**config.mk**
```make
export PLATFORM = sky130hd
export DESIGN_NAME = bounded_key_stack_with_greater_scan_unit
export DESIGN_NICKNAME = d
export VERILOG_FILES = /design/src/bkss_pkg.sv /design/src/bkss_ctrl.sv /design/src/bkss_dp.sv /design/src/bounded_key_stack_with_greater_scan_unit.sv
export SDC_FILE = /design/constraint.sdc
export NUM_CORES = 1
export LEC_CHECK = 0
export ABC_AREA = 1
export BUFFER_PORTS_ARGS = -buffer_cell sky130_fd_sc_hd__clkbuf_2
export CORE_ASPECT_RATIO = 0.8
export CORE_MARGIN = 5
export CORE_UTILIZATION = 60
export DETAILED_ROUTE_END_ITERATION = 6
export PLACE_DENSITY = 0.85
export SETUP_SLACK_MARGIN = 0.4
export SKIP_CTS_REPAIR_TIMING = 1
export SYNTH_ARGS = -nofsm -noshare
export SYNTH_HDL_FRONTEND = slang
export SYNTH_HIERARCHICAL = 1
export SYNTH_SLANG_ARGS = --single-unit
```
**constraint.sdc**
```tcl
create_clock -name clk -period 5.1 [get_ports clk]
set_input_delay 0.255 -clock clk [delete_from_list [all_inputs] [get_ports clk]]
set_output_delay 0.255 -clock clk [all_outputs]
set_load 0.05 [all_outputs]
```
**src/bkss_pkg.sv**
```systemverilog
`default_nettype none

package bkss_pkg;

    localparam int KEY_W    = 32;
    localparam int CAP_W    = 5;
    localparam int DEPTH_W  = 5;
    localparam int STATUS_W = 2;

    localparam logic [CAP_W-1:0] CAP_RESET = 5'd16;

    typedef enum logic [STATUS_W-1:0] {
        ST_PUSHED = 2'd0,
        ST_FULL   = 2'd1,
        ST_FOUND  = 2'd2,
        ST_NONE   = 2'd3
    } status_t;

    typedef enum logic [1:0] {
        S_IDLE,
        S_SCAN,
        S_FLUSH
    } state_t;

    typedef struct packed {
        logic push;
        logic scan_start;
        logic scan_step;
        logic flush;
    } cmd_t;

    typedef struct packed {
        logic greater;
        logic at_bottom;
        logic empty;
    } stat_t;

endpackage

`default_nettype wire

```
**src/bkss_ctrl.sv**
```systemverilog
`default_nettype none

module bkss_ctrl (
    input  wire logic          clk,
    input  wire logic          rst_n,
    input  wire logic          start,
    input  wire logic          req_type,
    input  wire bkss_pkg::stat_t stat,
    output bkss_pkg::cmd_t     cmd,
    output logic               busy
);

    bkss_pkg::state_t state_reg;
    bkss_pkg::state_t state_next;

    always_ff @(posedge clk or negedge rst_n)
    begin
        if (!rst_n)
        begin
            state_reg <= bkss_pkg::S_IDLE;
        end
        else
        begin
            state_reg <= state_next;
        end
    end

    always_comb
    begin
        state_next = state_reg;
        cmd        = '0;
        busy       = 1'b1;
        unique case (state_reg)
            bkss_pkg::S_IDLE:
            begin
                busy = 1'b0;
                if (start)
                begin
                    if (req_type)
                    begin
                        cmd.scan_start = 1'b1;
                        if (!stat.empty)
                        begin
                            state_next = bkss_pkg::S_SCAN;
                        end
                    end
                    else
                    begin
                        cmd.push = 1'b1;
                    end
                end
            end
            bkss_pkg::S_SCAN:
            begin
                cmd.scan_step = 1'b1;
                if (!stat.greater)
                begin
                    state_next = bkss_pkg::S_IDLE;
                end
                else if (stat.at_bottom)
                begin
                    state_next = bkss_pkg::S_FLUSH;
                end
            end
            bkss_pkg::S_FLUSH:
            begin
                cmd.flush  = 1'b1;
                state_next = bkss_pkg::S_IDLE;
            end
            default:
            begin
                state_next = bkss_pkg::S_IDLE;
            end
        endcase
    end

endmodule

`default_nettype wire

```
**src/bkss_dp.sv**
```systemverilog
`default_nettype none

module bkss_dp #(
    parameter int STACK_DEPTH = 16
) (
    input  wire logic                          clk,
    input  wire logic                          rst_n,
    input  wire bkss_pkg::cmd_t                cmd,
    output bkss_pkg::stat_t                    stat,
    input  wire logic                          cfg_we,
    input  wire logic [bkss_pkg::CAP_W-1:0]    cfg_wdata,
    input  wire logic [bkss_pkg::KEY_W-1:0]    key,
    output logic                               result_valid,
    output logic [bkss_pkg::STATUS_W-1:0]      status,
    output logic [bkss_pkg::KEY_W-1:0]         found_key,
    output logic [bkss_pkg::DEPTH_W-1:0]       depth_index,
    output logic                               last
);

    localparam int AW    = $clog2(STACK_DEPTH);
    localparam int CNT_W = $clog2(STACK_DEPTH + 1);
    localparam int CMP_W = (CNT_W > bkss_pkg::CAP_W) ? CNT_W : bkss_pkg::CAP_W;

    logic [bkss_pkg::KEY_W-1:0] mem [STACK_DEPTH];

    logic [bkss_pkg::CAP_W-1:0] cap_reg;
    logic [CNT_W-1:0]           fill_reg;
    logic [CNT_W-1:0]           fill_next;
    logic [CNT_W-1:0]           idx_reg;
    logic [CNT_W-1:0]           idx_next;
    logic [bkss_pkg::KEY_W-1:0] key_reg;
    logic [bkss_pkg::KEY_W-1:0] rd_data_reg;
    logic                       pend_reg;
    logic                       pend_next;
    logic [bkss_pkg::KEY_W-1:0] pend_key_reg;
    logic [CNT_W-1:0]           pend_idx_reg;

    logic [CMP_W-1:0]           limit;
    logic                       can_push;
    logic                       wr_en;
    logic                       rd_en;
    logic [AW-1:0]              rd_addr;

    logic                       emit_valid;
    bkss_pkg::status_t          emit_status;
    logic [bkss_pkg::KEY_W-1:0] emit_key;
    logic [CNT_W-1:0]           emit_depth;
    logic                       emit_last;

    logic                       res_valid_reg;
    bkss_pkg::status_t          status_reg;
    logic [bkss_pkg::KEY_W-1:0] found_key_reg;
    logic [bkss_pkg::DEPTH_W-1:0] depth_reg;
    logic                       last_reg;

    assign limit = (CMP_W'(cap_reg) < CMP_W'(STACK_DEPTH)) ? CMP_W'(cap_reg)
                                                            : CMP_W'(STACK_DEPTH);
    assign can_push = CMP_W'(fill_reg) < limit;
    assign wr_en    = cmd.push && can_push;

    assign stat.greater   = rd_data_reg > key_reg;
    assign stat.at_bottom = idx_reg == CNT_W'(1);
    assign stat.empty     = fill_reg == '0;

    always_comb
    begin
        fill_next   = fill_reg;
        idx_next    = idx_reg;
        pend_next   = pend_reg;
        rd_en       = 1'b0;
        rd_addr     = AW'(idx_reg - CNT_W'(2));
        emit_valid  = 1'b0;
        emit_status = bkss_pkg::ST_NONE;
        emit_key    = '0;
        emit_depth  = fill_reg;
        emit_last   = 1'b1;
        if (cmd.push)
        begin
            emit_valid = 1'b1;
            if (can_push)
            begin
                fill_next   = fill_reg + CNT_W'(1);
                emit_status = bkss_pkg::ST_PUSHED;
                emit_depth  = fill_reg + CNT_W'(1);
            end
            else
            begin
                emit_status = bkss_pkg::ST_FULL;
            end
        end
        else if (cmd.scan_start)
        begin
            pend_next = 1'b0;
            idx_next  = fill_reg;
            rd_addr   = AW'(fill_reg - CNT_W'(1));
            if (fill_reg == '0)
            begin
                emit_valid = 1'b1;
            end
            else
            begin
                rd_en = 1'b1;
            end
        end
        else if (cmd.scan_step)
        begin
            if (stat.greater)
            begin
                // hold this hit back until the next compare or the flush decides last
                emit_valid  = pend_reg;
                emit_status = bkss_pkg::ST_FOUND;
                emit_key    = pend_key_reg;
                emit_depth  = pend_idx_reg;
                emit_last   = 1'b0;
                pend_next   = 1'b1;
                idx_next    = idx_reg - CNT_W'(1);
                rd_en       = !stat.at_bottom;
            end
            else
            begin
                emit_valid = 1'b1;
                pend_next  = 1'b0;
                if (pend_reg)
                begin
                    emit_status = bkss_pkg::ST_FOUND;
                    emit_key    = pend_key_reg;
                    emit_depth  = pend_idx_reg;
                end
            end
        end
        else if (cmd.flush)
        begin
            emit_valid  = 1'b1;
            emit_status = bkss_pkg::ST_FOUND;
            emit_key    = pend_key_reg;
            emit_depth  = pend_idx_reg;
            pend_next   = 1'b0;
        end
    end

    always_ff @(posedge clk)
    begin
        if (wr_en)
        begin
            mem[fill_reg[AW-1:0]] <= key;
        end
        if (rd_en)
        begin
            rd_data_reg <= mem[rd_addr];
        end
    end

    always_ff @(posedge clk or negedge rst_n)
    begin
        if (!rst_n)
        begin
            cap_reg       <= bkss_pkg::CAP_RESET;
            fill_reg      <= '0;
            pend_reg      <= 1'b0;
            res_valid_reg <= 1'b0;
        end
        else
        begin
            if (cfg_we)
            begin
                cap_reg <= cfg_wdata;
            end
            fill_reg      <= fill_next;
            pend_reg      <= pend_next;
            res_valid_reg <= emit_valid;
        end
    end

    always_ff @(posedge clk)
    begin
        idx_reg <= idx_next;
        if (cmd.scan_start)
        begin
            key_reg <= key;
        end
        if (cmd.scan_step && stat.greater)
        begin
            pend_key_reg <= rd_data_reg;
            pend_idx_reg <= idx_reg;
        end
        status_reg    <= emit_status;
        found_key_reg <= emit_key;
        depth_reg     <= bkss_pkg::DEPTH_W'(emit_depth);
        last_reg      <= emit_last;
    end

    assign result_valid = res_valid_reg;
    assign status       = status_reg;
    assign found_key    = found_key_reg;
    assign depth_index  = depth_reg;
    assign last         = last_reg;

endmodule

`default_nettype wire

```
**src/bounded_key_stack_with_greater_scan_unit.sv**
```systemverilog
`default_nettype none
// Bounded stack of 32-bit packed keys with a scan for greater keys.
// Request: start with req_type and key; a transfer happens on a clock edge
// with start high and busy low. cfg_we/cfg_wdata write the capacity register
// (reset 16) and must only be used while busy is low and no result is due.
// Results: result_valid marks one cycle of status, found_key, depth_index and
// last; the receiver cannot stall, so every result shows for one cycle only.
// Push: one result the cycle after the transfer; busy stays low, so a push
// can be taken every cycle.
// Scan: n hits give n results in consecutive cycles, whether the scan stops
// at a key that is not greater or at the bottom. One stored key is read per
// cycle from the key memory. A miss on the top key gives one none-greater
// result; an empty stack gives it the cycle after the transfer. busy is low
// again in the cycle the last result shows.
// Reset empties the stack and sets capacity to 16; stored keys are not
// cleared.
module bounded_key_stack_with_greater_scan_unit #(
    parameter int STACK_DEPTH = 16
) (
    input  wire logic                          clk,
    input  wire logic                          rst_n,
    input  wire logic                          start,
    output logic                               busy,
    input  wire logic                          req_type,
    input  wire logic [bkss_pkg::KEY_W-1:0]    key,
    input  wire logic                          cfg_we,
    input  wire logic [bkss_pkg::CAP_W-1:0]    cfg_wdata,
    output logic                               result_valid,
    output logic [bkss_pkg::STATUS_W-1:0]      status,
    output logic [bkss_pkg::KEY_W-1:0]         found_key,
    output logic [bkss_pkg::DEPTH_W-1:0]       depth_index,
    output logic                               last
);

    bkss_pkg::cmd_t  cmd;
    bkss_pkg::stat_t stat;

    bkss_ctrl u_ctrl (
        .clk      (clk),
        .rst_n    (rst_n),
        .start    (start),
        .req_type (req_type),
        .stat     (stat),
        .cmd      (cmd),
        .busy     (busy)
    );

    bkss_dp #(
        .STACK_DEPTH (STACK_DEPTH)
    ) u_dp (
        .clk          (clk),
        .rst_n        (rst_n),
        .cmd          (cmd),
        .stat         (stat),
        .cfg_we       (cfg_we),
        .cfg_wdata    (cfg_wdata),
        .key          (key),
        .result_valid (result_valid),
        .status       (status),
        .found_key    (found_key),
        .depth_index  (depth_index),
        .last         (last)
    );

endmodule

`default_nettype wire

```
==> results.py <==
metrics = {
    "outcome": {
        "outcome": "finished clean",
    },
    "power_and_ir_drop": {
        "leakagePower_nw": 10.5,
        "vdd_drop_max_uv": 507,
        "power_frac_seq_pct": 42.6,
        "pwr-share-clk_pct": 25.9,
        "p_switching_mw": 6.04,
        "p_comb_share_pct": 31.5,
        "switching_share_pct": 36.4,
        "p_int_mw": 10.6,
        "p_per_area_nw_per_um2": 555,
    },
    "timing": {
        "fmax_ghz": 0.270,
        "maxSlewHeadroom_pct": 28.4,
        "hold_viol_final": 0,
        "setup_viol": 0,
        "rsz0062_at_grt": "false",
        "finalWorstSetupSlack_ns": 1.39,
        "tns_ns": 0,
        "post-route-min-period_ns": 3.71,
        "post-route-period-util_pct": 72.7,
        "clock_skew_ns": 0.0270,
        "tightest_slew_ns": 1.07,
        "maxSlewViolCount": 0,
    },
    "global_routing": {
        "grt_overflow": 0,
        "track_usage_pct": 26.5,
        "grt_pass1_wl_um": 99300,
        "grt_max_degree": 257,
        "antenna_found_initial": 3,
        "grt.busiest_layer": "met2",
        "grt_pass1_vias": 16900,
        "grtUsageMet2_pct": 41.8,
        "use_met1_pct": 37.7,
        "grt_util_met3_pct": 6.04,
    },
    "die": {
        "io_pins": 84,
        "start_util_pct": 60.7,
        "die_h_um": 199,
        "coreArea_um2": 44400,
        "dieArea_um2": 49200,
        "die_w_um": 247,
        "rows": 69,
    },
    "detailed_routing": {
        "vias_per_cell": 6.22,
        "first_pass_iters": 6,
        "drt_wl_total_um": 65900,
        "drc_errors": 0,
        "num_vias": 17600,
        "drtIter0Drc": 2808,
        "final_antenna_net_count": 0,
        "wl_per_cell_um": 23.3,
    },
    "yosys": {
        "synthTopCellsByArea": "edfxtp_1 69%, nor2_1 6.1%, o21ai_0 4.4%",
        "synth_area_leader_cell": "edfxtp_1",
        "synthCells": 2089,
        "synth_xor_area_share_pct": 0.228,
        "synth_top_flop_cell": "edfxtp_1",
        "ys_seq_area_share_pct": 73.2,
        "synth_top_area_share_pct": 68.9,
        "syn_nets": 2176,
        "synth_most_common_cell": "edfxtp_1",
        "synthArstFlopShare_pct": 2.08,
        "synthMuxAreaShare_pct": 0.167,
        "synthSimpleGateAreaFrac_pct": 10.3,
        "synth.distinct_cells": 40,
        "ys_ff_latch": 672,
        "avgSynthCellArea_um2": 12.9,
        "synth-compound-area-share_pct": 9.92,
        "synth.cell_area_um2": 26900,
        "synth.top_cells.by_count": "618 x edfxtp_1, 440 x nor2_1, 235 x o21ai_0, 111 x nand2_1, 106 x inv_1",
        "synthAdderAreaFrac_pct": 2.09,
        "synth_edf_count": 618,
        "synth_top_family_by_area": "simple AND/OR/NAND/NOR gates",
        "ys_warn_count": 6,
    },
    "worst_hold_path": {
        "hp-class": "input port to asynchronous set/reset pin",
    },
    "cts": {
        "cts_tree": "yes",
        "clock-sinks": 672,
        "cts_buffer_depth": 3,
        "insertion_delay_ns": 0.63,
        "htree_levels": 2,
        "cts-root-buf": "clkbuf_16",
        "cts_made_buffers": 61,
        "path_clk_slew_ns": 0.07,
    },
    "layout": {
        "largest_register_ffs": 512,
        "fin_nets": 2261,
        "layout-area-overhead-vs-synth_pct": 11.2,
        "fillCellCount": 2911,
        "instances_no_fill": 2826,
        "layout-drive-gt1-share_pct": 13.1,
    },
    "placed_design": {
        "port_buffers": 83,
        "finalWeightedCongestion": 0.892,
        "pre_cts_ws_ns": 1.55,
        "dp_hpwl_um": 37400,
        "place_inst": 2702,
    },
    "critical_path": {
        "crit_path_end_kind": "flip-flop",
        "worstSetupStartpointType": "flip-flop",
        "cp_max_fo": 20,
        "arrival_ns": 3.97,
        "crit_type": "flip-flop to flip-flop",
        "worstPathRequired_ns": 5.36,
    },
    "run": {
        "drv_cap": 0,
    },
}
## routing by layer
metal / vias to the layer above / wire (um)
met4: 4 / 1990
met2: 1301 / 30500
met5: - / 26
met1: 8462 / 24600
li1: 7646 / -
met3: 175 / 8770
## logic make-up (layout without fill, tap and decap cells)
group,Yosys count,after routing
AND/OR/NAND/NOR,672,672
adder cells (fa/ha/maj),45,45
multiplexers,4,4
flip-flops,672,672
AO/OA/AOI/OAI,463,463
XOR/XNOR,7,7
other,0,1
buffers and inverters,226,359
## through the flow
stage	total power, mW	hold WS (ns)	instance area, um2	util [%]
finish	16.6	0.0588	29900	67.5
global route	17.3	0.0774	29900	67.4
CTS	16.5	-0.496	29800	67.2
detailed placement	12.2	0.180	28000	63.0
global placement	11.9	0.173	28000	63.0
floorplan	10.7	-0.0406	26900	-
## worst paths after layout
path | from | endpoint | slack (ns) | cells after the start
worst max-delay path | u_dp/cap_reg[4] | u_dp/mem[13][30] | 1.39 | 9
worst min register to register | u_dp/idx_reg[1] | u_dp/pend_idx_reg[1] | 0.45 | 0
worst min-delay path | rst_n | u_dp/cap_reg[2] | 0.06 | 2
max in group asynchronous | rst_n | u_dp/cap_reg[4] | 4.74 | 2
worst max register to register | u_dp/cap_reg[4] | u_dp/mem[13][30] | 1.39 | 9
min in group clk | start | u_ctrl/state_reg[0] | 0.06 | 5
## worst max-delay path, cell delays in order, from the launching register on
cell	delay (ns)
dfstp_2	0.52
inv_1	0.08
ha_1	0.34
a21oi_1	0.23
o21a_1	0.15
nand2_1	0.09
nor2_1	0.37
nand2_1	0.35
nor2_4	0.66
buf_4	0.51
## power by group through the flow
stage               Sequential, mW  Combinational (mW)  Clock [mW]
floorplan                     7.39                3.26           0
global placement              7.14                4.80           0
detailed placement            7.16                5.02           0
CTS                           7.04                5.11        4.35
global route                  7.09                5.65        4.59
finish                        7.06                5.23        4.30
## cell type report
| cell class | count | area (um2) | share of cell area, % |
|---|---|---|---|
| clock buffer | 76 | 1600 | 5.35 |
| clock inverter | 35 | 251 | 0.840 |
| timing repair buffer | 135 | 936 | 3.13 |
| inverter | 113 | 429 | 1.43 |
| sequential | 672 | 19700 | 65.8 |
| multi-input combinational | 1191 | 6250 | 20.9 |
| antenna | 1 | 2.50 | 0.00836 |
| tap | 603 | 754 | 2.52 |
## cells in the final DEF, fill, tap and decap left out, drive strengths merged, types with 5 or more instances in the layout
cell type / n
edfxtp: 618
o211ai: 89
o32ai: 20
dfrtp: 13
nand2: 117
a21oi: 20
nand3: 62
o21ai: 321
clkinv: 30
nor2: 483
nor3: 6
buf: 40
clkbuf: 159
dlygate4sd3: 12
o21a: 5
dfxtp: 40
xor2: 5
ha: 45
inv: 113
Power figures use the tool's default switching activity.
